File: src/rtl/nfsa_pkg.sv
// shared constants, codes and control types of the next-fit slot allocator
package nfsa_pkg;

    // pool geometry
    localparam int MAX_SLOTS  = 1024;
    localparam int IDX_W      = $clog2(MAX_SLOTS);
    localparam int COUNT_W    = IDX_W + 1;
    localparam int WORD_W     = 32;
    localparam int BIT_W      = $clog2(WORD_W);
    localparam int NUM_WORDS  = MAX_SLOTS / WORD_W;
    localparam int WADDR_W    = $clog2(NUM_WORDS);

    // field widths
    localparam int STRIDE_W   = 13;
    localparam int ADDR_W     = 64;
    localparam int FUNC_W     = 3;
    localparam int STATUS_W   = 2;
    localparam int PROD_W     = COUNT_W + STRIDE_W;
    localparam int DIV_CNT_W  = $clog2(IDX_W);

    // configuration port
    localparam int CFG_IDX_W  = 2;
    localparam int CFG_DATA_W = 64;

    localparam logic [CFG_IDX_W-1:0] CFG_SLOT_COUNT = 2'd0;
    localparam logic [CFG_IDX_W-1:0] CFG_HEAP_BASE  = 2'd1;
    localparam logic [CFG_IDX_W-1:0] CFG_STRIDE     = 2'd2;

    localparam logic [COUNT_W-1:0]  COUNT_RESET  = COUNT_W'(MAX_SLOTS);
    localparam logic [STRIDE_W-1:0] STRIDE_RESET = STRIDE_W'(32);

    // request function codes
    localparam logic [FUNC_W-1:0] FN_ALLOC_IDX  = 3'd0;
    localparam logic [FUNC_W-1:0] FN_ALLOC_ADDR = 3'd1;
    localparam logic [FUNC_W-1:0] FN_FREE_IDX   = 3'd2;
    localparam logic [FUNC_W-1:0] FN_FREE_ADDR  = 3'd3;
    localparam logic [FUNC_W-1:0] FN_CLEAR      = 3'd4;

    // response status codes
    localparam logic [STATUS_W-1:0] RS_OK      = 2'd0;
    localparam logic [STATUS_W-1:0] RS_NO_FREE = 2'd1;
    localparam logic [STATUS_W-1:0] RS_RANGE   = 2'd2;

    // controller states
    typedef enum logic [3:0] {
        S_IDLE,
        S_SETUP,
        S_DISPATCH,
        S_SCAN_RD,
        S_SCAN_CHK,
        S_DIV_START,
        S_DIV_WAIT,
        S_FREE_RD,
        S_FREE_WR,
        S_MUL,
        S_ADD,
        S_DONE
    } state_t;

    // datapath operations, one per cycle
    typedef enum logic [3:0] {
        DP_NOP,
        DP_CAPTURE,
        DP_SETUP,
        DP_SCAN_RD,
        DP_SCAN_CHK,
        DP_FREE_RD,
        DP_FREE_WR,
        DP_DIV_START,
        DP_DIV_TAKE,
        DP_MUL,
        DP_RES_OK,
        DP_RES_NOFREE,
        DP_RES_RANGE,
        DP_RES_ZERO,
        DP_CLEAR
    } dp_op_t;

    typedef struct packed {
        dp_op_t op;
        logic   out_load;
    } dp_cmd_t;

    typedef struct packed {
        logic is_alloc;
        logic is_free_idx;
        logic is_free_addr;
        logic is_clear;
        logic idx_range_err;
        logic addr_range_err;
        logic found;
        logic exhausted;
        logic div_busy;
        logic out_free;
    } dp_stat_t;

endpackage

File: src/rtl/nfsa_ctrl.sv
// controller state machine sequencing the datapath for one request at a time
module nfsa_ctrl import nfsa_pkg::*; (
    input  logic     clk,
    input  logic     rst_n,
    input  logic     in_valid,
    output logic     in_ready,
    output dp_cmd_t  cmd,
    input  dp_stat_t stat
);

    state_t state_reg, state_next;

    // next state
    always_comb
    begin
        state_next = state_reg;
        unique case (state_reg)
            S_IDLE:
            begin
                if (in_valid)
                begin
                    state_next = S_SETUP;
                end
            end
            S_SETUP:
            begin
                state_next = S_DISPATCH;
            end
            S_DISPATCH:
            begin
                priority if (stat.is_alloc)
                begin
                    state_next = S_SCAN_RD;
                end
                else if (stat.is_free_idx)
                begin
                    state_next = stat.idx_range_err ? S_DONE : S_FREE_RD;
                end
                else if (stat.is_free_addr)
                begin
                    state_next = stat.addr_range_err ? S_DONE : S_DIV_START;
                end
                else
                begin
                    state_next = S_DONE;
                end
            end
            S_SCAN_RD:
            begin
                state_next = S_SCAN_CHK;
            end
            S_SCAN_CHK:
            begin
                priority if (stat.found)
                begin
                    state_next = S_MUL;
                end
                else if (stat.exhausted)
                begin
                    state_next = S_DONE;
                end
                else
                begin
                    state_next = S_SCAN_RD;
                end
            end
            S_DIV_START:
            begin
                state_next = S_DIV_WAIT;
            end
            S_DIV_WAIT:
            begin
                if (!stat.div_busy)
                begin
                    state_next = S_FREE_RD;
                end
            end
            S_FREE_RD:
            begin
                state_next = S_FREE_WR;
            end
            S_FREE_WR:
            begin
                state_next = S_MUL;
            end
            S_MUL:
            begin
                state_next = S_ADD;
            end
            S_ADD:
            begin
                state_next = S_DONE;
            end
            S_DONE:
            begin
                if (stat.out_free)
                begin
                    state_next = S_IDLE;
                end
            end
            default:
            begin
                state_next = S_IDLE;
            end
        endcase
    end

    // command outputs
    always_comb
    begin
        cmd.op       = DP_NOP;
        cmd.out_load = 1'b0;
        in_ready     = 1'b0;
        unique case (state_reg)
            S_IDLE:
            begin
                in_ready = 1'b1;
                if (in_valid)
                begin
                    cmd.op = DP_CAPTURE;
                end
            end
            S_SETUP:
            begin
                cmd.op = DP_SETUP;
            end
            S_DISPATCH:
            begin
                priority if (stat.is_alloc)
                begin
                    cmd.op = DP_NOP;
                end
                else if (stat.is_free_idx)
                begin
                    cmd.op = stat.idx_range_err ? DP_RES_RANGE : DP_NOP;
                end
                else if (stat.is_free_addr)
                begin
                    cmd.op = stat.addr_range_err ? DP_RES_RANGE : DP_NOP;
                end
                else if (stat.is_clear)
                begin
                    cmd.op = DP_CLEAR;
                end
                else
                begin
                    cmd.op = DP_RES_ZERO;
                end
            end
            S_SCAN_RD:
            begin
                cmd.op = DP_SCAN_RD;
            end
            S_SCAN_CHK:
            begin
                cmd.op = (!stat.found && stat.exhausted) ? DP_RES_NOFREE : DP_SCAN_CHK;
            end
            S_DIV_START:
            begin
                cmd.op = DP_DIV_START;
            end
            S_DIV_WAIT:
            begin
                cmd.op = stat.div_busy ? DP_NOP : DP_DIV_TAKE;
            end
            S_FREE_RD:
            begin
                cmd.op = DP_FREE_RD;
            end
            S_FREE_WR:
            begin
                cmd.op = DP_FREE_WR;
            end
            S_MUL:
            begin
                cmd.op = DP_MUL;
            end
            S_ADD:
            begin
                cmd.op = DP_RES_OK;
            end
            S_DONE:
            begin
                cmd.out_load = stat.out_free;
            end
            default: ;
        endcase
    end

    always_ff @(posedge clk or negedge rst_n)
    begin
        if (!rst_n)
        begin
            state_reg <= S_IDLE;
        end
        else
        begin
            state_reg <= state_next;
        end
    end

endmodule

File: config.mk
export PLATFORM = sky130hd
export DESIGN_NAME = nfsa_ctrl
export DESIGN_NICKNAME = d
export VERILOG_FILES = /design/src/rtl/nfsa_pkg.sv /design/src/rtl/nfsa_ctrl.sv
export SDC_FILE = /design/constraint.sdc
export NUM_CORES = 1
export LEC_CHECK = 0
export BUFFER_PORTS_ARGS = -buffer_cell sky130_fd_sc_hd__buf_2
export CAP_MARGIN = 0
export CORE_AREA = 4 4 41 43
export CTS_CLUSTER_DIAMETER = 100
export DETAILED_ROUTE_END_ITERATION = 12
export DIE_AREA = 0 0 45 47
export HOLD_SLACK_MARGIN = 0.12
export PLACE_DENSITY = 0.62
export SYNTH_ARGS = -nofsm -noshare
export SYNTH_HDL_FRONTEND = slang
export SYNTH_SLANG_ARGS = --single-unit
export TNS_END_PERCENT = 50
File: constraint.sdc
create_clock -name clk -period 2.85 [get_ports clk]
set_clock_uncertainty 0.2 [all_clocks]
set_input_delay 0.57 -clock clk [delete_from_list [all_inputs] [get_ports clk]]
set_output_delay 0.57 -clock clk [all_outputs]
set_load 0.05 [all_outputs]
Yosys cells after proc, flatten, opt, wreduce, memory -nomap -nowiden
Cells that the tools add are included.
{"block": "op_classes", "shifts": 0, "order_cmp": 0, "n_eq_ne": 14, "n_bitwise": 0, "mul": 0, "mux": 23, "n_addsub": 0, "div": 0, "reduce_logical": 4}
{"cell": "$mux W4", "n": 17}
{"cell": "$pmux W4 S12", "n": 1}
{"cell": "$pmux W4 S11", "n": 1}
{"cell": "$eq A4 B3 Y1 const B", "n": 4}
{"cell": "$eq A4 B4 Y1 const B", "n": 4}
{"cell": "$eq A4 B2 Y1 const B", "n": 2}
{"cell": "$ne A2 B2 Y1 const B", "n": 3}
{"cell": "$eq A4 B1 Y1 const B", "n": 1}
{"cell": "$logic_not A4 Y1", "n": 1}
{"cell": "$mux W1", "n": 3}
{"cell": "$reduce_and A3 Y1", "n": 1}
{"cell": "$mux W2", "n": 1}
{"cell": "$logic_and A1 B1 Y1", "n": 1}
{"cell": "$logic_not A1 Y1", "n": 1}
{"block": "word_totals", "mem_bits_rw": 0, "register_bits": 4, "input_bits": 13, "output_inout_bits": 6, "memories": 0, "latch_bits": 0, "wordCells": 42, "mem_bits_ro": 0}

Logic depth before layout (Yosys ltp)
Gate-level depths: netlist (run 1).
{"block": "logic_depth", "word_depth": 5, "depth_mapped": 6, "ltp_nobuf": 4}

Worst setup path before layout (run 1)
Ideal clock, no wire load.
{"block": "synth_timing", "path_type": "reg2out", "startpoint": "register state_reg[1]", "endpoint": "output cmd[1] in the netlist's numbering", "path_buffers": 1, "path_slack_ps": -734, "t_arrival_ps": 2814, "stages_incl_launch_ff": 5, "path_cell_list": "dfrtp_1 -> buf_2 -> nor4_1 -> a21oi_1 -> o221ai_1"}
{"element": "start: declaration", "line_no": "nfsa_ctrl.sv:11", "source": "state_t state_reg, state_next;"}
{"element": "start signal: assignment", "line_no": "nfsa_ctrl.sv:198", "source": "state_reg <= state_next;"}
{"element": "end: declaration", "line_no": "nfsa_ctrl.sv:7", "source": "output dp_cmd_t cmd,"}

==> impl_results.md, run 1 <==
* DR vias at 593
* Layout Cells excl Fill at 104
* Initial drt markers at 19
* Slew HR at 73.25%
* WS Path Type: flip-flop to primary output
* # port buffers at 18
* Post-Syn Area at 499.2 sq um
* Clk Latency, worst-skew pair at 0.24 ns
* Top cells by area, synth: dfrtp_1 20%, nor2_1 6.8%, a21oi_1 5.0%
* Final min period at 2.727 ns
* H-Tree Depth at 1
* Gr ovfl total at 0
* Synthesized area per cell at 7.235 sq um
* Top cell type's share of synthesized area at 20.05%
* Cell area power density at 1373 nW/um^2
* CP Data Required Time at 2.08 ns
* Vias in the first global route at 520
* Worst r2r src: state_reg[1]
* Drt pass-1 iters at 4
* Total track usage at 15.11%
* Static Leak at 0.2907 nW
* Die area at 2115 sq um
* Hold WS at 0.4350 ns
* GRT busiest layer: met2
* Final net count at 104
* Vert. Die Dim at 47 um
* Grt met1 use at 18.72%
* DP Area at 620.6 sq um
* Cts bufs inserted at 3
* Final Hold Fails at 0
* Global Route met2 Usage at 24.58%
* Routed Antenna Nets at 0
* Largest net degree at the start of global routing at 19
* FP Rows at 13
* Number of synthesized register bits at 4
* Clock sink total at 4
* Crit end category: primary output
* Layout area overhead at 31.83%
* Status: finished clean
* Maxcap violations at 0
* R2R setup slack at 1.04 ns
* Filler cell count at 142
* Max Fclk at 0.3667 GHz
* Wire per inst at 13.32 um
* Clk slew on worst S/H paths at 0.04 ns
* DRC violations left at 0
* Crit path launch type: flip-flop
* CP startpoint: state_reg[1]
* Number of synthesis warnings at 0
* Share of cells above drive strength 1 at 31.46%
* Synth cell types at 31
* Met3 Use GR at 3.831%
* Vias per inst at 5.702
* VDD IR max at 0.0005001 V
* Antenna violations before repair at 0
* Synth area leader: dfrtp_1
* Reg-to-Reg End: state_reg[3]
* Pwr Total at 0.0009034 W
* Final Max Tran Viols at 0
* CP endpoint: cmd[4]
* Crit-path max FO at 7
* Max clock buf depth at 2
* CTS tree: built
* Number of flip-flops in the largest register at 4
* Tightest Pin Transition at 0.3962 ns
* Setup TNS at 0 ns
* Post-placement cell count at 100
* HP Class: flip-flop to flip-flop
* Initial Util at 38.37%
* Syn Inst Count at 69
* Post-synthesis sequential area ratio at 20.05%
* Boundary pin count at 19
* Worst Path Arrival at 1.96 ns
* R2r worst-path depth at 4
* Synthesized Nets at 82
* Setup violators final at 0
* Final wirelength at 1385 um
* CTS root buf: clkbuf_4
* Most frequent cells in the layout: 16 x buf_2, 9 x nor2_1, 5 x a21oi_1, 5 x nand2_1, 5 x buf_4
* First-pass GRT wire length at 2297 um
* Post-DP HPWL at 1100 um
* Fin area at 658.1 sq um
* GPL Wtd Cong at 0.7786
* Core Region at 1301 sq um
* Antenna diodes at 0
* Most common cell after layout, fill and taps aside: buf_2
* Chip width at 45 um
* Fin crit share at 95.70%
-- worst max-delay path, cell delays in order, from the launching register on --
cell and delay, ns:
dfrtp_1 0.45, or4b_4 0.52, a2111oi_2 0.31, nor2_1 0.13, o31ai_1 0.08, buf_4 0.23
-- metrics by stage --
| step | setup slack (ns) | utilization (%) |
|---|---|---|
| after floorplan | 0.007880 | - |
| after global placement | 0.3964 | 47.69 |
| after detailed placement | 0.3398 | 47.69 |
| after CTS | 0.07735 | 50.19 |
| after global routing | -0.001004 | 50.58 |
| final | 0.1227 | 50.58 |
-- power by group --
group	switching (W)	internal (W)	total, W
Combinational	0.000466	0.000252	0.000718
Sequential	0.0000255	0.0000869	0.000112
Clock	0.0000255	0.0000473	0.0000728
Total	0.000517	0.000386	0.000903
-- logic make-up (layout without fill, tap and decap cells) --
| logic type | Yosys count | after routing | synth area share, % |
|---|---|---|---|
| compound gates | 25 | 25 | 36.09 |
| buf+inv | 9 | 29 | 8.772 |
| xor+xnor | 2 | 2 | 3.509 |
| simple gates | 28 | 28 | 29.57 |
| flops | 4 | 4 | 20.05 |
| mux | 1 | 1 | 2.005 |
-- worst min path at each step --
| stage | from | endpoint | cells past startpoint |
|---|---|---|---|
| after floorplan | rst_n | state_reg[0] | 0 |
| after global placement | rst_n | state_reg[0] | 1 |
| after detailed placement | rst_n | state_reg[0] | 1 |
| after CTS | state_reg[2] | state_reg[1] | 2 |
| after global routing | stat[4] | state_reg[1] | 3 |
| final | state_reg[0] | state_reg[1] | 2 |
-- cells in the mapped netlist --
| cell | count |
|---|---|
| o221ai_1 | 1 |
| a211oi_1 | 2 |
| clkbuf_1 | 3 |
| nor4b_1 | 1 |
| buf_2 | 2 |
| nand3_1 | 3 |
| xnor2_1 | 2 |
| o21a_1 | 2 |
| buf_6 | 1 |
| o32ai_1 | 2 |
| o21ai_0 | 4 |
| o311ai_1 | 1 |
| o31ai_1 | 1 |
| nor4_1 | 1 |
| nor2b_1 | 2 |
| a21oi_1 | 5 |
| a311o_1 | 1 |
| o211ai_1 | 1 |
| inv_1 | 3 |
| or3_1 | 1 |
| mux2i_1 | 1 |
| o22ai_1 | 1 |
| or4b_4 | 1 |
| nand2b_1 | 4 |
| nand2_1 | 5 |
| nor2_1 | 9 |
| a2111oi_2 | 1 |
| a21o_1 | 2 |
| dfrtp_1 | 4 |
| nor3b_1 | 1 |
| o311ai_0 | 1 |
-- layout make-up --
cell class                      instances  area [sq um]  share of cell area, %
Multi-Input combinational cell         56         370.4                  56.27
Timing Repair Buffer                   23         135.1                  20.53
Sequential cell                         4         100.1                  15.21
Clock buffer                            3         22.52                  3.422
Tap cell                               15         18.77                  2.852
Inverter                                3         11.26                  1.711
-- routing by layer --
metal  part of all wire [%]  wire (um)  up-vias
met3                    6.2         86        2
met4                    1.0         14        0
met5                      0          0        -
li1                       -          -      295
met2                     52        727       17
met1                     40        556      279
-- what timing repair did --
| action | in CTS | in global routing |
|---|---|---|
| endpoints found under the hold margin | 4 | 0 |
| hold buffers | 1 | 0 |
| setup endpoints to repair | 0 | 2 |
| gates resized for setup | 0 | 3 |
| buffers inserted | 0 | 0 |
Note: power is estimated with default switching activity, not from simulation.
==> run 2, diff against run 1 <==
- PLACE_DENSITY: 0.62 -> 0.64
- REMOVE_ABC_BUFFERS: unset -> 1
- clock period: 2.85 -> 2.5 ns (I/O delays scaled with it)
==> run 2 against run 1 <==
Against the previous run:
- the run now ends with negative setup slack left
- non-clock buffer count unchanged
- routed wire length down 4.8%
- final area up 0.76%
- largest power group unchanged
- first-iteration DRC count down 37%
==> impl_results.md, run 2 (synthesis gave the netlist of run 1 again) <==
* Clk Latency, worst-skew pair at 0.24 ns (about the same)
* Crit-path leading delay family: simple AND/OR/NAND/NOR gates
* Setup TNS at -0.06720 ns (-0.06720 ns)
* Final min period at 2.559 ns
* Clk slew on worst S/H paths at 0.04 ns (about the same)
* Initial drt markers at 12 (-7)
* Status: finished with violations
* Final WS setup at -0.05917 ns (-0.1818 ns)
* Cts bufs inserted at 3 (unchanged)
* Static Leak at 0.2909 nW (about the same)
* Reg-to-Reg End: state_reg[3]
* Max clock buf depth at 2 (unchanged)
* DP Area at 605.6 sq um (-2.4%)
* VDD IR max at 0.0005804 V (+16%)
* Tightest Pin Transition at 0.4562 ns (+0.06003 ns)
* Share of cells above drive strength 1 at 31.46% (unchanged)
* Antenna diodes at 0 (unchanged)
* Chip width at 45 um (unchanged)
* GPL Wtd Cong at 0.7953 (+2.1%)
* Initial Util at 38.37% (unchanged)
* WS Path Type: flip-flop to primary output
* CP peak stage delay at 0.57 ns (+0.05 ns)
* Worst r2r src: state_reg[0]
* FP Rows at 13 (unchanged)
* Most common cell after layout, fill and taps aside: buf_2
* Final Max Tran Viols at 0 (unchanged)
* Setup violators final at 2 (+2)
* Boundary pin count at 19 (unchanged)
* Largest net degree at the start of global routing at 19 (unchanged)
* Fin crit share at 102.4%
* Layout area overhead at 32.83%
* Core Region at 1301 sq um (unchanged)
* Wire per inst at 12.68 um (-4.8%)
* First-pass GRT wire length at 2083 um (-9.3%)
* Fin area at 663.1 sq um (+0.76%)
* Failing checks: negative setup slack
* Slowest CP cell: or4b_4
* Most frequent cells in the layout: 14 x buf_2, 8 x nor2_1, 8 x buf_4
* DR vias at 591 (-0.34%)
* CP Data Required Time at 1.80 ns (-0.28 ns)
* Vert. Die Dim at 47 um (unchanged)
* Filler cell count at 146 (+2.8%)
* Gr ovfl total at 0 (unchanged)
* Vias in the first global route at 510 (-1.9%)
* DRC violations left at 0 (unchanged)
* Die area at 2115 sq um (unchanged)
* Crit path launch type: flip-flop
* RSZ-0062 raised after global routing: true
* H-Tree Depth at 1 (unchanged)
* HP Class: primary input to async pin
* Final wirelength at 1319 um (-4.8%)
* R2R setup slack at 0.81 ns (-0.23 ns)
* Final net count at 104 (unchanged)
* Slew HR at 69.52% (-3.7 points)
* Clock sink total at 4 (unchanged)
* # port buffers at 18 (unchanged)
* Drt pass-1 iters at 4 (unchanged)
* Maxcap violations at 0 (unchanged)
* CTS tree: built
* Post-DP HPWL at 1005 um (-8.6%)
* Worst path cell trace: or4b_4 -> a2111oi_4 -> nor2_1 -> o31ai_1 -> buf_4
* Final Hold Fails at 0 (unchanged)
* Worst Path Arrival at 1.86 ns (-0.10 ns)
* Antenna violations before repair at 0 (unchanged)
* Vias per inst at 5.683 (-0.34%)
* Number of flip-flops in the largest register at 4 (unchanged)
* R2r worst-path depth at 4 (unchanged)
* CTS root buf: clkbuf_4
* Cell area power density at 1541 nW/um^2 (+12%)
* Max Fclk at 0.3908 GHz
* Postcts setup bufs at 0 (unchanged)
* Worst path bufs/invs at 1 (unchanged)
* Total track usage at 13.78% (-1.3 points)
* Crit-path max FO at 3 (-4)
* Routed Antenna Nets at 0 (unchanged)
* Crit end category: primary output
## run 2: how the worst max path moves through the flow
stage | from | to | slack (ns) | cells after the start
floorplan | state_reg[0] | cmd[1] | -1.08 | 3
global placement | state_reg[0] | cmd[4] | 0.11 | 5
detailed placement | state_reg[0] | cmd[4] | 0.09 | 5
CTS | state_reg[0] | cmd[4] | -0.05 | 5
global route | state_reg[0] | cmd[4] | -0.14 | 5
finish | state_reg[0] | cmd[4] | -0.06 | 5
## run 2: per-stage QoR
step | util (%) | hold WS, ns | std cells | setup slack (ns) | power (W)
finish | 50.96 | 0.3944 | 104 | -0.05917 | 0.001022
CTS | 50.77 | 0.3953 | 104 | -0.05322 | 0.001024
global placement | 46.54 | 0.1040 | 100 | 0.1124 | 0.0008990
floorplan | - | 0.004409 | 63 | -1.078 | 0.0007042
detailed placement | 46.54 | 0.1072 | 100 | 0.08590 | 0.0009007
global route | 50.96 | 0.4165 | 104 | -0.1366 | 0.001101
## run 2: metal layers
| layer | GRT usage (%) | up-vias | routed length (um) |
|---|---|---|---|
| li1 | - | 298 | - |
| met1 | 16.25 | 267 | 567 |
| met2 | 23.16 | 22 | 638 |
| met3 | 1.149 | 4 | 92 |
| met4 | 10.53 | 0 | 21 |
| met5 | 0 | - | 0 |
## run 2: power breakdown
part | switching, W | total, W | leakage (nW) | internal [W]
Combinational | 0.000528 | 0.000826 | 0.228 | 0.000298
Clock | 0.0000284 | 0.0000823 | 0.0138 | 0.0000538
Sequential | 0.0000144 | 0.000113 | 0.0486 | 0.0000989
## run 2: repair_timing
action	in CTS	in global routing
gates resized for setup	5	1
hold endpoints to repair	4	0
cloned	0	0
hold buffers	1	0
setup endpoints to repair	4	4
## run 2: final cells by class
type | instances | area (sq um) | share of cell area (%)
Timing Repair Buffer | 23 | 140.1 | 21.13
Multi-Input combinational cell | 56 | 370.4 | 55.85
Clock buffer | 3 | 22.52 | 3.396
Tap cell | 15 | 18.77 | 2.830
Inverter | 3 | 11.26 | 1.698
Sequential cell | 4 | 100.1 | 15.09
==> run 3, diff against run 2 <==
- REMOVE_ABC_BUFFERS: 1 -> unset
- SKIP_CTS_REPAIR_TIMING: unset -> 1
==> run 3 against run 2 <==
Against the previous run:
- sequential share of layout area decreased by 0.47 points
- critical path type unchanged
- die area unchanged
- critical path depth unchanged
- worst setup slack got worse by 0.020 ns
- clock power decreased by 5.8%
- the flow still finishes with violations (negative setup slack)
- first-iteration DRC count decreased by 25%
==> impl_results.md, run 3 (synthesis gave the netlist of run 1 again) <==
* Status: finished with violations
* Failing checks: negative setup slack
* CTS root buf: clkbuf_4
* Maxcap violations at 0 (unchanged)
* Slew HR at 68.48% (-1.0 points)
* Clk Latency, worst-skew pair at 0.23 ns (about the same)
* Worst r2r src: state_reg[0]
* Cell Int Power at 0.0004629 W (+2.7%)
* H-Tree Depth at 1 (unchanged)
* Reg-to-Reg End: state_reg[3]
* Die area at 2115 sq um (unchanged)
* Layout Cells excl Fill at 104 (unchanged)
* Wire per inst at 13.06 um (+3.0%)
* Final WS setup at -0.07921 ns (-0.02004 ns)
* Initial drt markers at 9 (-3)
* Antenna violations before repair at 0 (unchanged)
* P_sw at 0.0005863 W (+2.7%)
* Worst slack, placed at 0.04916 ns (-0.03674 ns)
* Combinational cell fraction of total power at 81.8% (+0.9 points)
* Filler cell count at 142 (-2.7%)
* Clock sink total at 4 (unchanged)
* Routed Antenna Nets at 0 (unchanged)
* Max Fclk at 0.3877 GHz (-0.78%)
* # port buffers at 18 (unchanged)
* CP Data Required Time at 1.80 ns (about the same)
* GPL Wtd Cong at 0.8006 (+0.67%)
* Chip width at 45 um (unchanged)
* Static Leak at 0.2933 nW (+0.84%)
* Vias per inst at 5.606 (-1.4%)
* Clk slew on worst S/H paths at 0.04 ns (about the same)
* DRC violations left at 0 (unchanged)
* Crit-path max FO at 3 (unchanged)
* Largest net degree at the start of global routing at 19 (unchanged)
* Seq pwr share at 10.8% (-0.3 points)
* Worst Path Arrival at 1.88 ns (+0.02 ns)
* Pwr Total at 0.001049 W (+2.7%)
* CTS tree: built
* Crit path launch type: flip-flop
* Share of cells above drive strength 1 at 33.71% (+2.2 points)
* Vias in the first global route at 500 (-2.0%)
* HP Class: primary input to async pin
* Most common cell after layout, fill and taps aside: buf_2
* Setup violators final at 3 (+1)
* FP Rows at 13 (unchanged)
* DP Area at 626.9 sq um (+3.5%)
* Fin crit share at 103.2% (+0.80 points)
* Vert. Die Dim at 47 um (unchanged)
* Max clock buf depth at 2 (unchanged)
* Cell area power density at 1533 nW/um^2 (-0.51%)
* Final Hold Fails at 0 (unchanged)
* Antenna diodes at 0 (unchanged)
* Total track usage at 14.18% (+0.41 points)
* Drt pass-1 iters at 4 (unchanged)
* Core Region at 1301 sq um (unchanged)
* Final min period at 2.579 ns (+0.02004 ns)
* Initial Util at 38.37% (unchanged)
* Gr ovfl total at 0 (unchanged)
* Final net count at 104 (unchanged)
* Most frequent cells in the layout: 14 x buf_2, 8 x nor2_1, 7 x buf_4
* R2r worst-path depth at 4 (unchanged)
* RSZ-0062 raised after global routing: true
* Clock Power Share at 7.4% (-0.7 points)
* Cts bufs inserted at 3 (unchanged)
* Layout area overhead at 37.09%
* Tightest Pin Transition at 0.4718 ns (+0.01561 ns)
* Fin area at 684.4 sq um (+3.2%)
* VDD IR max at 0.0005988 V (+3.2%)
* Final Max Tran Viols at 0 (unchanged)
* Crit end category: primary output
* Final wirelength at 1358 um (+3.0%)
* Post-placement cell count at 100 (unchanged)
* WS Path Type: flip-flop to primary output
* First-pass GRT wire length at 2152 um (+3.3%)
* Post-DP HPWL at 1024 um (+1.9%)
* R2R setup slack at 0.78 ns (-0.03 ns)
* Boundary pin count at 19 (unchanged)
* Setup TNS at -0.1190 ns (-0.05180 ns)
* DR vias at 583 (-1.4%)
* Number of flip-flops in the largest register at 4 (unchanged)
* Sw Ratio at 55.88% (about the same)
==> run 3: cell types whose count changed in the layout (fill, tap and decap cells not counted), sizes merged <==
cell / before / now
clkbuf: 3 / 4
buf: 22 / 21
==> run 3: routing by layer <==
layer	vias to the layer above	part of all wire, %	global-route usage [%]	wire length [um]
li1	298	-	-	-
met1	264	43	18.12	590
met2	21	49	22.88	669
met3	0	7.1	1.533	97
met4	0	0	8.772	0
met5	-	0	0	0
==> run 3: worst max-delay path by stage <==
stage                     slack (ns)  cells past startpoint          from  endpoint
final                          -0.08                      5  state_reg[0]    cmd[4]
after global routing           -0.18                      5  state_reg[0]    cmd[4]
after CTS                      -0.21                      5  state_reg[0]    cmd[4]
after global placement          0.12                      5  state_reg[0]    cmd[4]
after detailed placement        0.05                      5  state_reg[0]    cmd[4]
after floorplan                -0.20                      3       stat[2]    cmd[4]
==> run 3: through the flow <==
stage,hold WS [ns],util [%]
finish,0.3895,52.60
global route,0.4005,52.60
CTS,-0.1444,49.90
detailed placement,0.1059,48.17
global placement,0.1035,48.17
floorplan,0.004409,-
==> run 3: critical path, stage by stage (launching register included) <==
cell,delay (ns)
dfrtp_1,0.37
or4b_4,0.58
a2111oi_4,0.26
nor2_1,0.12
o31ai_1,0.08
buf_4,0.24
==> run 3: cell type report <==
| cell class | count | area (sq um) | share of cell area (%) |
|---|---|---|---|
| clock buffer | 3 | 22.52 | 3.291 |
| inverter | 3 | 11.26 | 1.645 |
| multi-input combinational | 56 | 391.6 | 57.22 |
| sequential | 4 | 100.1 | 14.63 |
| tap | 15 | 18.77 | 2.742 |
| timing repair buffer | 23 | 140.1 | 20.48 |
==> run 3: power groups by stage <==
stage          logic, W  registers (W)  clock network [W]
3_3_place_gp   0.000819       0.000114                  0
6_report       0.000859       0.000113          0.0000775
3_5_place_dp   0.000825       0.000114                  0
4_1_cts        0.000828       0.000114          0.0000817
5_1_grt        0.000941       0.000118          0.0000872
2_1_floorplan  0.000670       0.000115                  0
