<file path="config.mk">
export PLATFORM = sky130hd
export DESIGN_NAME = nfsa_dp
export DESIGN_NICKNAME = d
export VERILOG_FILES = /design/src/rtl/nfsa_pkg.sv /design/src/rtl/nfsa_ram.sv /design/src/rtl/nfsa_div.sv /design/src/rtl/nfsa_dp.sv
export SDC_FILE = /design/constraint.sdc
export NUM_CORES = 2
export LEC_CHECK = 0
export BUFFER_PORTS_ARGS = -buffer_cell sky130_fd_sc_hd__buf_2
export CORE_ASPECT_RATIO = 1.4
export CORE_MARGIN = 3
export CORE_UTILIZATION = 55
export CTS_BUF_LIST = sky130_fd_sc_hd__clkbuf_16
export CTS_CLUSTER_SIZE = 28
export DETAILED_ROUTE_END_ITERATION = 7
export GPL_ROUTABILITY_DRIVEN = 0
export PLACE_DENSITY_LB_ADDON = 0.05
export SETUP_SLACK_MARGIN = 0.3
export SYNTH_ARGS = -nofsm -noshare
export SYNTH_HDL_FRONTEND = slang
export SYNTH_SLANG_ARGS = --single-unit
</file>
<file path="constraint.sdc">
create_clock -name clk -period 13.65 [get_ports clk]
set_clock_uncertainty 0.2 [all_clocks]
set_input_delay 1.365 -clock clk [delete_from_list [all_inputs] [get_ports clk]]
set_output_delay 1.365 -clock clk [all_outputs]
set_load 0.02 [all_outputs]
</file>
<file path="src/rtl/nfsa_pkg.sv">
// shared constants, codes and control types of the next-fit slot allocator
package nfsa_pkg;

    // pool geometry
    localparam int MAX_SLOTS  = 1024;
    localparam int IDX_W      = $clog2(MAX_SLOTS);
    localparam int COUNT_W    = IDX_W + 1;
    localparam int WORD_W     = 32;
    localparam int BIT_W      = $clog2(WORD_W);
    localparam int NUM_WORDS  = MAX_SLOTS / WORD_W;
    localparam int WADDR_W    = $clog2(NUM_WORDS);

    // field widths
    localparam int STRIDE_W   = 13;
    localparam int ADDR_W     = 64;
    localparam int FUNC_W     = 3;
    localparam int STATUS_W   = 2;
    localparam int PROD_W     = COUNT_W + STRIDE_W;
    localparam int DIV_CNT_W  = $clog2(IDX_W);

    // configuration port
    localparam int CFG_IDX_W  = 2;
    localparam int CFG_DATA_W = 64;

    localparam logic [CFG_IDX_W-1:0] CFG_SLOT_COUNT = 2'd0;
    localparam logic [CFG_IDX_W-1:0] CFG_HEAP_BASE  = 2'd1;
    localparam logic [CFG_IDX_W-1:0] CFG_STRIDE     = 2'd2;

    localparam logic [COUNT_W-1:0]  COUNT_RESET  = COUNT_W'(MAX_SLOTS);
    localparam logic [STRIDE_W-1:0] STRIDE_RESET = STRIDE_W'(32);

    // request function codes
    localparam logic [FUNC_W-1:0] FN_ALLOC_IDX  = 3'd0;
    localparam logic [FUNC_W-1:0] FN_ALLOC_ADDR = 3'd1;
    localparam logic [FUNC_W-1:0] FN_FREE_IDX   = 3'd2;
    localparam logic [FUNC_W-1:0] FN_FREE_ADDR  = 3'd3;
    localparam logic [FUNC_W-1:0] FN_CLEAR      = 3'd4;

    // response status codes
    localparam logic [STATUS_W-1:0] RS_OK      = 2'd0;
    localparam logic [STATUS_W-1:0] RS_NO_FREE = 2'd1;
    localparam logic [STATUS_W-1:0] RS_RANGE   = 2'd2;

    // controller states
    typedef enum logic [3:0] {
        S_IDLE,
        S_SETUP,
        S_DISPATCH,
        S_SCAN_RD,
        S_SCAN_CHK,
        S_DIV_START,
        S_DIV_WAIT,
        S_FREE_RD,
        S_FREE_WR,
        S_MUL,
        S_ADD,
        S_DONE
    } state_t;

    // datapath operations, one per cycle
    typedef enum logic [3:0] {
        DP_NOP,
        DP_CAPTURE,
        DP_SETUP,
        DP_SCAN_RD,
        DP_SCAN_CHK,
        DP_FREE_RD,
        DP_FREE_WR,
        DP_DIV_START,
        DP_DIV_TAKE,
        DP_MUL,
        DP_RES_OK,
        DP_RES_NOFREE,
        DP_RES_RANGE,
        DP_RES_ZERO,
        DP_CLEAR
    } dp_op_t;

    typedef struct packed {
        dp_op_t op;
        logic   out_load;
    } dp_cmd_t;

    typedef struct packed {
        logic is_alloc;
        logic is_free_idx;
        logic is_free_addr;
        logic is_clear;
        logic idx_range_err;
        logic addr_range_err;
        logic found;
        logic exhausted;
        logic div_busy;
        logic out_free;
    } dp_stat_t;

endpackage

</file>
<file path="src/rtl/nfsa_ram.sv">
// generic single-write, single-read ram with registered read data
module nfsa_ram #(
    parameter int WIDTH = 32,
    parameter int DEPTH = 32
) (
    input  logic                     clk,
    input  logic                     we,
    input  logic [$clog2(DEPTH)-1:0] waddr,
    input  logic [WIDTH-1:0]         wdata,
    input  logic                     re,
    input  logic [$clog2(DEPTH)-1:0] raddr,
    output logic [WIDTH-1:0]         rdata
);

    logic [WIDTH-1:0] mem [DEPTH];
    logic [WIDTH-1:0] rdata_reg;

    // write port
    always_ff @(posedge clk)
    begin
        if (we)
        begin
            mem[waddr] <= wdata;
        end
    end

    // registered read port
    always_ff @(posedge clk)
    begin
        if (re)
        begin
            rdata_reg <= mem[raddr];
        end
    end

    assign rdata = rdata_reg;

endmodule

</file>
<file path="src/rtl/nfsa_div.sv">
// restoring divider, one quotient bit per cycle, for address to index conversion
module nfsa_div import nfsa_pkg::*; (
    input  logic                clk,
    input  logic                rst_n,
    input  logic                start,
    input  logic [PROD_W-1:0]   dividend,
    input  logic [STRIDE_W-1:0] divisor,
    output logic                busy,
    output logic [IDX_W-1:0]    quotient
);

    logic                 busy_reg, busy_next;
    logic [PROD_W-1:0]    rem_reg, rem_next;
    logic [IDX_W-1:0]     q_reg, q_next;
    logic [DIV_CNT_W-1:0] pos_reg, pos_next;
    logic [PROD_W-1:0]    shifted;
    logic                 fits;

    // trial subtraction of the divisor at the current bit position
    assign shifted = PROD_W'(divisor) << pos_reg;
    assign fits    = rem_reg >= shifted;

    always_comb
    begin
        busy_next = busy_reg;
        rem_next  = rem_reg;
        q_next    = q_reg;
        pos_next  = pos_reg;
        if (start)
        begin
            busy_next = 1'b1;
            rem_next  = dividend;
            q_next    = '0;
            pos_next  = DIV_CNT_W'(IDX_W - 1);
        end
        else if (busy_reg)
        begin
            if (fits)
            begin
                rem_next       = rem_reg - shifted;
                q_next[pos_reg] = 1'b1;
            end
            if (pos_reg == '0)
            begin
                busy_next = 1'b0;
            end
            else
            begin
                pos_next = pos_reg - DIV_CNT_W'(1);
            end
        end
    end

    always_ff @(posedge clk or negedge rst_n)
    begin
        if (!rst_n)
        begin
            busy_reg <= 1'b0;
        end
        else
        begin
            busy_reg <= busy_next;
        end
    end

    always_ff @(posedge clk)
    begin
        rem_reg <= rem_next;
        q_reg   <= q_next;
        pos_reg <= pos_next;
    end

    assign busy     = busy_reg;
    assign quotient = q_reg;

endmodule

</file>
<file path="src/rtl/nfsa_dp.sv">
// datapath: configuration, bitmap store, word scan, divider and result registers
module nfsa_dp import nfsa_pkg::*; (
    input  logic                  clk,
    input  logic                  rst_n,
    input  logic                  cfg_we,
    input  logic [CFG_IDX_W-1:0]  cfg_index,
    input  logic [CFG_DATA_W-1:0] cfg_data,
    input  logic [FUNC_W-1:0]     in_func,
    input  logic [IDX_W-1:0]      in_slot_index,
    input  logic [ADDR_W-1:0]     in_handle_address,
    input  dp_cmd_t               cmd,
    output dp_stat_t              stat,
    input  logic                  out_ready,
    output logic                  out_valid,
    output logic [STATUS_W-1:0]   out_status,
    output logic [IDX_W-1:0]      out_index,
    output logic [ADDR_W-1:0]     out_address
);

    // configuration
    logic [COUNT_W-1:0]  slot_count_reg, slot_count_next;
    logic [ADDR_W-1:0]   heap_base_reg, heap_base_next;
    logic [STRIDE_W-1:0] stride_reg, stride_next;
    logic [COUNT_W-1:0]  eff_count;
    logic [STRIDE_W-1:0] eff_stride;

    // captured request
    logic [FUNC_W-1:0]   func_reg, func_next;
    logic [IDX_W-1:0]    sidx_reg, sidx_next;
    logic [ADDR_W-1:0]   haddr_reg, haddr_next;

    // allocator state
    logic [IDX_W-1:0]     last_reg, last_next;
    logic [NUM_WORDS-1:0] valid_reg, valid_next;

    // working registers
    logic [IDX_W-1:0]    start_reg, start_next;
    logic [WADDR_W-1:0]  waddr_reg, waddr_next;
    logic                phase_reg, phase_next;
    logic [IDX_W-1:0]    tgt_reg, tgt_next;
    logic [ADDR_W-1:0]   diff_reg, diff_next;
    logic [PROD_W-1:0]   lim_reg, lim_next;
    logic [PROD_W-1:0]   prod_reg, prod_next;
    logic [STATUS_W-1:0] res_status_reg, res_status_next;
    logic [IDX_W-1:0]    res_idx_reg, res_idx_next;
    logic [ADDR_W-1:0]   res_addr_reg, res_addr_next;

    // output register
    logic                out_valid_reg, out_valid_next;
    logic [STATUS_W-1:0] out_status_reg, out_status_next;
    logic [IDX_W-1:0]    out_idx_reg, out_idx_next;
    logic [ADDR_W-1:0]   out_addr_reg, out_addr_next;

    // scan and store signals
    logic [COUNT_W-1:0]  next_pos;
    logic [IDX_W-1:0]    start_calc;
    logic [COUNT_W-1:0]  count_m1;
    logic [WADDR_W-1:0]  last_word;
    logic [BIT_W-1:0]    last_bit;
    logic [WADDR_W-1:0]  start_word;
    logic [BIT_W-1:0]    start_bit;
    logic [WADDR_W-1:0]  tgt_word;
    logic [WADDR_W-1:0]  word_sel;
    logic [WORD_W-1:0]   ram_rdata;
    logic [WORD_W-1:0]   word_eff;
    logic [WORD_W-1:0]   lo_mask;
    logic [WORD_W-1:0]   hi_mask;
    logic [WORD_W-1:0]   scan_mask;
    logic [WORD_W-1:0]   cand;
    logic [WORD_W-1:0]   low_onehot;
    logic [BIT_W-1:0]    found_bit;
    logic [IDX_W-1:0]    found_idx;
    logic                at_last;
    logic                at_start;
    logic                found;
    logic                exhausted;
    logic                ram_we;
    logic                ram_re;
    logic [WADDR_W-1:0]  ram_raddr;
    logic [WORD_W-1:0]   ram_wdata;
    logic                div_busy;
    logic [IDX_W-1:0]    div_q;

    // effective count and stride
    always_comb
    begin
        if (slot_count_reg == '0)
        begin
            eff_count = COUNT_W'(1);
        end
        else if (slot_count_reg > COUNT_W'(MAX_SLOTS))
        begin
            eff_count = COUNT_W'(MAX_SLOTS);
        end
        else
        begin
            eff_count = slot_count_reg;
        end
    end

    assign eff_stride = (stride_reg == '0) ? STRIDE_W'(1) : stride_reg;

    // configuration writes
    always_comb
    begin
        slot_count_next = slot_count_reg;
        heap_base_next  = heap_base_reg;
        stride_next     = stride_reg;
        if (cfg_we)
        begin
            unique case (cfg_index)
                CFG_SLOT_COUNT: slot_count_next = cfg_data[COUNT_W-1:0];
                CFG_HEAP_BASE:  heap_base_next  = cfg_data[ADDR_W-1:0];
                CFG_STRIDE:     stride_next     = cfg_data[STRIDE_W-1:0];
                default:        ;
            endcase
        end
    end

    // search start and word geometry
    assign next_pos   = COUNT_W'(last_reg) + COUNT_W'(1);
    assign start_calc = (next_pos >= eff_count) ? '0 : next_pos[IDX_W-1:0];
    assign count_m1   = eff_count - COUNT_W'(1);
    assign last_word  = count_m1[IDX_W-1:BIT_W];
    assign last_bit   = count_m1[BIT_W-1:0];
    assign start_word = start_reg[IDX_W-1:BIT_W];
    assign start_bit  = start_reg[BIT_W-1:0];
    assign tgt_word   = tgt_reg[IDX_W-1:BIT_W];
    assign word_sel   = (cmd.op == DP_FREE_WR) ? tgt_word : waddr_reg;

    // words never written since clear read as all free
    assign word_eff = valid_reg[word_sel] ? ram_rdata : '0;

    // candidate mask for the word under scan
    assign at_last  = waddr_reg == last_word;
    assign at_start = waddr_reg == start_word;
    assign lo_mask  = at_start ? ({WORD_W{1'b1}} << start_bit) : {WORD_W{1'b1}};
    assign hi_mask  = at_last ? ({WORD_W{1'b1}} >> (BIT_W'(WORD_W - 1) - last_bit))
                              : {WORD_W{1'b1}};
    assign scan_mask = phase_reg ? (at_start ? ~({WORD_W{1'b1}} << start_bit)
                                             : {WORD_W{1'b1}})
                                 : (lo_mask & hi_mask);
    assign cand       = ~word_eff & scan_mask;
    assign low_onehot = cand & (~cand + WORD_W'(1));
    assign found      = cand != '0;
    assign exhausted  = phase_reg ? at_start : (at_last && (start_reg == '0));

    // encode the lowest free bit
    always_comb
    begin
        found_bit = '0;
        for (int b = 0; b < WORD_W; b++)
        begin
            if (low_onehot[b])
            begin
                found_bit = found_bit | BIT_W'(b);
            end
        end
    end

    assign found_idx = {waddr_reg, found_bit};

    // bitmap store access
    assign ram_re    = (cmd.op == DP_SCAN_RD) || (cmd.op == DP_FREE_RD);
    assign ram_raddr = (cmd.op == DP_FREE_RD) ? tgt_word : waddr_reg;
    assign ram_we    = ((cmd.op == DP_SCAN_CHK) && found) || (cmd.op == DP_FREE_WR);
    assign ram_wdata = (cmd.op == DP_FREE_WR)
                     ? (word_eff & ~(WORD_W'(1) << tgt_reg[BIT_W-1:0]))
                     : (word_eff | low_onehot);

    nfsa_ram #(
        .WIDTH (WORD_W),
        .DEPTH (NUM_WORDS)
    ) u_ram (
        .clk   (clk),
        .we    (ram_we),
        .waddr (word_sel),
        .wdata (ram_wdata),
        .re    (ram_re),
        .raddr (ram_raddr),
        .rdata (ram_rdata)
    );

    nfsa_div u_div (
        .clk      (clk),
        .rst_n    (rst_n),
        .start    (cmd.op == DP_DIV_START),
        .dividend (diff_reg[PROD_W-1:0]),
        .divisor  (eff_stride),
        .busy     (div_busy),
        .quotient (div_q)
    );

    // per-operation register updates
    always_comb
    begin
        func_next       = func_reg;
        sidx_next       = sidx_reg;
        haddr_next      = haddr_reg;
        last_next       = last_reg;
        valid_next      = valid_reg;
        start_next      = start_reg;
        waddr_next      = waddr_reg;
        phase_next      = phase_reg;
        tgt_next        = tgt_reg;
        diff_next       = diff_reg;
        lim_next        = lim_reg;
        prod_next       = prod_reg;
        res_status_next = res_status_reg;
        res_idx_next    = res_idx_reg;
        res_addr_next   = res_addr_reg;
        if (ram_we)
        begin
            valid_next[word_sel] = 1'b1;
        end
        unique case (cmd.op)
            DP_CAPTURE:
            begin
                func_next  = in_func;
                sidx_next  = in_slot_index;
                haddr_next = in_handle_address;
            end
            DP_SETUP:
            begin
                start_next = start_calc;
                waddr_next = start_calc[IDX_W-1:BIT_W];
                phase_next = 1'b0;
                tgt_next   = sidx_reg;
                diff_next  = haddr_reg - heap_base_reg;
                lim_next   = PROD_W'(eff_count) * PROD_W'(eff_stride);
            end
            DP_SCAN_CHK:
            begin
                if (found)
                begin
                    last_next = found_idx;
                    tgt_next  = found_idx;
                end
                else if (!exhausted)
                begin
                    if (!phase_reg && at_last)
                    begin
                        phase_next = 1'b1;
                        waddr_next = '0;
                    end
                    else
                    begin
                        waddr_next = waddr_reg + WADDR_W'(1);
                    end
                end
            end
            DP_DIV_TAKE:
            begin
                tgt_next = div_q;
            end
            DP_MUL:
            begin
                prod_next = PROD_W'(tgt_reg) * PROD_W'(eff_stride);
            end
            DP_RES_OK:
            begin
                res_status_next = RS_OK;
                res_idx_next    = tgt_reg;
                res_addr_next   = heap_base_reg + ADDR_W'(prod_reg);
            end
            DP_RES_NOFREE:
            begin
                res_status_next = RS_NO_FREE;
                res_idx_next    = '0;
                res_addr_next   = '0;
            end
            DP_RES_RANGE:
            begin
                res_status_next = RS_RANGE;
                res_idx_next    = '0;
                res_addr_next   = '0;
            end
            DP_RES_ZERO:
            begin
                res_status_next = RS_OK;
                res_idx_next    = '0;
                res_addr_next   = '0;
            end
            DP_CLEAR:
            begin
                valid_next      = '0;
                last_next       = '0;
                res_status_next = RS_OK;
                res_idx_next    = '0;
                res_addr_next   = '0;
            end
            default: ;
        endcase
    end

    // output register, free again once the beat is taken
    always_comb
    begin
        out_valid_next  = out_valid_reg;
        out_status_next = out_status_reg;
        out_idx_next    = out_idx_reg;
        out_addr_next   = out_addr_reg;
        if (cmd.out_load)
        begin
            out_valid_next  = 1'b1;
            out_status_next = res_status_reg;
            out_idx_next    = res_idx_reg;
            out_addr_next   = res_addr_reg;
        end
        else if (out_ready)
        begin
            out_valid_next = 1'b0;
        end
    end

    // control and configuration registers
    always_ff @(posedge clk or negedge rst_n)
    begin
        if (!rst_n)
        begin
            slot_count_reg <= COUNT_RESET;
            heap_base_reg  <= '0;
            stride_reg     <= STRIDE_RESET;
            last_reg       <= '0;
            valid_reg      <= '0;
            out_valid_reg  <= 1'b0;
        end
        else
        begin
            slot_count_reg <= slot_count_next;
            heap_base_reg  <= heap_base_next;
            stride_reg     <= stride_next;
            last_reg       <= last_next;
            valid_reg      <= valid_next;
            out_valid_reg  <= out_valid_next;
        end
    end

    // payload registers
    always_ff @(posedge clk)
    begin
        func_reg       <= func_next;
        sidx_reg       <= sidx_next;
        haddr_reg      <= haddr_next;
        start_reg      <= start_next;
        waddr_reg      <= waddr_next;
        phase_reg      <= phase_next;
        tgt_reg        <= tgt_next;
        diff_reg       <= diff_next;
        lim_reg        <= lim_next;
        prod_reg       <= prod_next;
        res_status_reg <= res_status_next;
        res_idx_reg    <= res_idx_next;
        res_addr_reg   <= res_addr_next;
        out_status_reg <= out_status_next;
        out_idx_reg    <= out_idx_next;
        out_addr_reg   <= out_addr_next;
    end

    // status towards the controller
    always_comb
    begin
        stat.is_alloc       = (func_reg == FN_ALLOC_IDX) || (func_reg == FN_ALLOC_ADDR);
        stat.is_free_idx    = func_reg == FN_FREE_IDX;
        stat.is_free_addr   = func_reg == FN_FREE_ADDR;
        stat.is_clear       = func_reg == FN_CLEAR;
        stat.idx_range_err  = COUNT_W'(tgt_reg) >= eff_count;
        stat.addr_range_err = diff_reg >= ADDR_W'(lim_reg);
        stat.found          = found;
        stat.exhausted      = exhausted;
        stat.div_busy       = div_busy;
        stat.out_free       = !out_valid_reg || out_ready;
    end

    assign out_valid   = out_valid_reg;
    assign out_status  = out_status_reg;
    assign out_index   = out_idx_reg;
    assign out_address = out_addr_reg;

endmodule

</file>
Word level (Yosys, flattened, before mapping)
Memories as Yosys holds them, arrays and structs flattened. A register that Yosys moved wholly into a read port is not among the register bits.
Cells that the tools add are included.
- bitwise logic cells: 11
- shift-type cells: 4
- mux-type cells: 113
- magnitude comparators: 9
- eq/ne operators: 30
- add/subtract/negate cells: 9
- reduce and logical (&&, ||, !) cells: 40
- multipliers: 2
- operator list (operator ; count):
    32-bit two-way mux ; 8
    24-bit two-way mux ; 6
    5-bit two-way mux ; 27
    32-bit bitwise AND ; 4
    64-bit two-way mux ; 2
    32-bit inverter ; 4
    64-bit one-hot mux with 2 select lines ; 1
    10-bit two-way mux ; 8
    64-bit by 23-bit adder with 64-bit output ; 1
    64-bit by 24-bit >= comparator with 1-bit output ; 1
    32-bit OR ; 2
    64-bit subtractor ; 1
    11-bit two-way mux ; 5
    4-bit two-way mux ; 13
    10-bit one-hot mux with 2 select lines ; 2
    13-bit two-way mux ; 3
    32-bit by 1-bit adder with 32-bit output (second input constant) ; 1
    32-bit nonzero test ; 1
    1-bit by 5-bit << shifter with 32-bit output (first input constant) ; 1
    32-bit by 5-bit << shifter with 32-bit output (first input constant) ; 1
    32-bit by 5-bit right shift with 32-bit output (first input constant) ; 1
    10-bit one-hot mux with 3 select lines ; 1
    4-bit == test (second input constant) ; 7
    1-bit two-way mux ; 25
    53 further kinds ; 92
- logic and storage cells: 246
- register bits: 536
- memories kept: 1
- RAM bits: 1024
- memory list (name ; words ; bits a word ; rd ports ; clocked after Yosys merged registers in ; write ports ; RTL line ; text):
    u_ram.mem ; 32 ; 32 ; 1 ; 1 ; 1 ; nfsa_ram.sv:15 ; logic [WIDTH-1:0] mem [DEPTH];

Longest topological paths before layout
- depth after elaboration: 48
- gate-level depth with buffers: 27
- gate-level depth less buffers: 27

Hierarchy
Synthesis repeated with hierarchy kept, for this count alone.
- cell total of the unflattened synthesis: 6218
- area, all modules: 80569.8 µm²
- by module, submodules not included (module ; area each (µm²) ; seq. area each (µm²) ; cells each ; times used):
    nfsa_ram ; 40807.9 ; 31710.4 ; 2260 ; 1
    nfsa_dp ; 36129.7 ; 14271.2 ; 3522 ; 1
    nfsa_div ; 3632.2 ; 1026.0 ; 436 ; 1

Least setup slack after synthesis
No wires, ideal clock.
- path kind: in2reg
- start point: input port cmd[1] (netlist name)
- end point: register func_reg[0] (enable)
- path buffers: 1
- stages on the path: 2
- setup slack: 3137 ps
- data required time: 12721 ps
- arrival time: 9584 ps
- cells stage by stage: clkbuf_1 -> nor4b_1
- longest elaborated chain between the ends: 1
- ends and longest elaborated chain (element ; RTL line ; text):
    start: declaration ; nfsa_dp.sv:11 ; input dp_cmd_t cmd,
    4-bit by 1-bit == test with 1-bit output ; nfsa_dp.sv:216 ; unique case (cmd.op)
    end signal: assignment ; nfsa_dp.sv:342 ; func_reg <= func_next;
    end: declaration ; nfsa_dp.sv:28 ; logic [FUNC_W-1:0] func_reg, func_next;
No other way between the ends.
A chain may end at the register's enable or synchronous reset.

==> run_results.csv <==
group,metric,value,unit
status,outcome,"complete, no violations",
synthesis,synth_area,79400,um2
min_path,hold_path.class,"reg -> reg",
layout,nets,6659,
setup_path,cp_max_fo,32,
synthesis,ys_warn_count,0,
min_path,hold_start,"res_addr_reg[10]$_SDFFCE_PP0P_",
synthesis,yosysSeqAreaShare,0.592,
synthesis,synth_top_family_by_area,"simple AND/OR/NAND/NOR gates",
job,maxCapViolCount,0,
setup_path,reg2reg_depth,16,
drt,drt-total-wl,216,mm
synthesis,synth_xor_area_frac,0.0246,
timing,tightest_slew,1.25,ns
synthesis,synth_adder_area_share,0.0920,
clock_network,cts.path.max_buffers,3,
timing,fmax,0.122,GHz
timing,hold_violations,0,
synthesis,synth.avg_cell_area,13.6,um2
global_route,grt.overflow.total,0,
setup_path,worst-setup-path-type,"reg -> out",
synthesis,yosysTopAreaCell,"edfxtp_1",
layout,nFillCells,11000,
drt,vias,49300,
drt,firstDrtPassIters,5,
synthesis,synth_compound_area_frac,0.0637,
floorplanning,coreArea,143000,um2
setup_path,arrival,6.61,ns
drt,first_iter_violations,4701,
floorplanning,boundaryPins,239,
timing,fin_setup_tns,0,ns
global_route,grt_max_degree,115,
drt,ant_nets,0,
layout,drive_gt1_frac,0.171,
clock_network,cts_setup_buffers,0,
clock_network,clkSinkCount,1592,
floorplanning,rows,164,
clock_network,path_clk_slew,0.06,ns
synthesis,synth-seq-cells,1592,
drt,viasPerCell,6.09,
setup_path,end_kind,"output pin",
synthesis,synth.most_common_cell,"edfxtp_1",
synthesis,synth_mux_area_frac,0.0924,
floorplanning,die_h,455,um
clock_network,cts_tree,"done",
power_and_ir_drop,power_density,179,nW/um2
timing,finalMaxSlewViolations,0,
layout,syn_to_final_growth,11.4,%
synthesis,async_flop_share,0.0829,
drt,wire_per_inst,26.7,um
setup_path,cp.required,12.09,ns
layout,largest_register_ffs,1024,
clock_network,htree_levels,4,
floorplanning,fp.dieW,327,um
setup_path,timing.rr.end,"u_ram.mem[5][21]$_DFFE_PP_",
timing,post-route-min-period,8.18,ns
timing,period_share,0.599,
power_and_ir_drop,ir_drop,0.191,mV
synthesis,synthTopCellsByArea,"edfxtp_1 (55%), mux4_2 (7.5%), fa_1 (4.7%)",
global_route,grt_antenna_before_repair,10,
drt,drcViolationCount,0,
floorplanning,start_util,0.555,
global_route,grt_usage,0.290,
timing,rsz0062_at_grt,"no",
timing,relSlewSlack,0.160,
global_route,first_global_vias,49900,
clock_network,ctsResizeCount,0,
clock_network,cts_buffers,152,
synthesis,synth_top_area_frac,0.547,
placement,port_buffers,238,
global_route,grt_first_pass_wirelength,319,mm
setup_path,reg2reg_from,"slot_count_reg[10]$_DFFE_PN1P_",
min_path,min_to,"out_address[10]$_DFFE_PP_",
synthesis,yosys.cell_types.count,107,
clock_network,cts_hold_buffers,0,
layout,regMostFlops,"u_ram.mem",
placement,dp_hpwl,145,mm
setup_path,cp-start-kind,"register",
timing,timing.hold.ws,0.218,ns
synthesis,synth-edff-count,1446,
synthesis,yosys.area_share.simple,0.103,
clock_network,clock-root-buffer,"clkbuf_16",
synthesis,syn-num-nets,6451,
synthesis,synth_common_cells,"edfxtp_1 (1446), nand2_1 (665), inv_1 (372)",
power_and_ir_drop,cellLeakagePower,33.2,nW
clock_network,clk_latency,0.80,ns
setup_path,reg2reg_setup_slack,6.02,ns
timing,setup_viol,0,
floorplanning,dieArea,149000,um2
min_path,worstHoldPathCells,0,
synthesis,syn_inst,5828,
synthesis,ys.flop_type,"edfxtp_1",
## critical path, cell delays in order (launching register included)
cell and delay (ns):
dfstp_2 0.57, nor2b_1 0.88, inv_1 0.33, ha_1 0.45
nor2b_1 0.27, a311o_1 0.19, a31o_2 0.16, and4_1 0.36
nand4_2 0.31, o32ai_1 0.47, o22ai_1 0.22, nor4b_4 0.52
nand3_4 0.32, nor3_4 0.36, nand2_1 0.19, buf_2 0.21
## how the worst max path moves through the flow
stage | cells past startpoint | end | slack (ns) | start
CTS | 15 | stat[3] | 5.42 | slot_count_reg[10]$_DFFE_PN1P_
floorplan | 2 | func_reg[0]$_DFFE_PN_ | 3.14 | cmd[1]
detailed placement | 18 | u_ram.mem[20][2]$_DFFE_PP_ | 5.44 | cmd[1]
global route | 20 | stat[3] | 5.04 | slot_count_reg[2]$_DFFE_PN0P_
global placement | 16 | u_ram.mem[13][1]$_DFFE_PP_ | 5.55 | cmd[1]
finish | 15 | stat[3] | 5.47 | slot_count_reg[10]$_DFFE_PN1P_
## layout by cell type, fill, tap and decap left out, types with 33 or more instances in the layout
| cell | Yosys | layout |
|---|---|---|
| nor4_1 | 43 | 43 |
| clkinv_1 | 1 | 33 |
| nand2_1 | 665 | 664 |
| ha_1 | 284 | 284 |
| mux2_2 | 96 | 96 |
| nand3_1 | 259 | 259 |
| fa_1 | 187 | 187 |
| edfxtp_1 | 1446 | 1446 |
| a21o_1 | 90 | 87 |
| buf_4 | 10 | 103 |
| o21ai_0 | 161 | 154 |
| a21oi_1 | 192 | 178 |
| xnor2_1 | 144 | 144 |
| dfrtp_1 | 130 | 130 |
| clkbuf_16 | 0 | 155 |
| nand4_1 | 39 | 39 |
| xor2_1 | 75 | 75 |
| and2_1 | 101 | 101 |
| inv_1 | 372 | 411 |
| nor2_1 | 304 | 274 |
| nand2b_1 | 52 | 52 |
| nor3_1 | 79 | 75 |
| nor2b_1 | 56 | 55 |
| mux4_2 | 264 | 264 |
| buf_2 | 9 | 236 |
## power breakdown
part           total (mW)  internal [mW]  switching [mW]
registers            6.09           5.88           0.208
logic                5.44           2.30            3.14
clock network        4.27           2.44            1.83
## layout make-up
class                      count  area, um2  share of cell area
clock inverter               129       1190              0.0134
sequential                  1592      47000               0.532
antenna                       10       25.0            0.000283
timing repair buffer         344       2050              0.0231
multi-input combinational   3573      30500               0.345
inverter                     373       1400              0.0158
tap                         1909       2390              0.0270
clock buffer                 155       3880              0.0439
## per-layer routing
layer / vias up / GRT usage / part of all wire
met5: - / 0 / 0.00019
met4: 6 / 0.162 / 0.063
met3: 513 / 0.0453 / 0.062
met2: 1823 / 0.495 / 0.50
met1: 25000 / 0.354 / 0.37
li1: 22000 / - / -
## logic make-up (layout without fill, tap and decap cells)
group,Yosys count,count (layout)
and+or+nand+nor,1728,1728
adders and majority gates,471,471
muxes,389,389
other,0,10
xor gates and xnor gates,221,221
buffers and inverters,663,1001
DFF,1592,1592
AOI/OAI and AO/OA,764,764
## metrics by stage
stage | setup WS [ns] | cells | utilization | power, mW | area [um2]
5_1_grt | 5.04 | 8076 | 0.618 | 16.8 | 88400
4_1_cts | 5.42 | 8075 | 0.618 | 15.9 | 88400
2_1_floorplan | 3.14 | 5828 | - | 10.3 | 79400
3_5_place_dp | 5.44 | 7791 | 0.582 | 11.6 | 83300
3_3_place_gp | 5.55 | 7791 | 0.582 | 11.5 | 83300
6_report | 5.47 | 8085 | 0.618 | 15.8 | 88400
(Power assumes the default switching activity.)
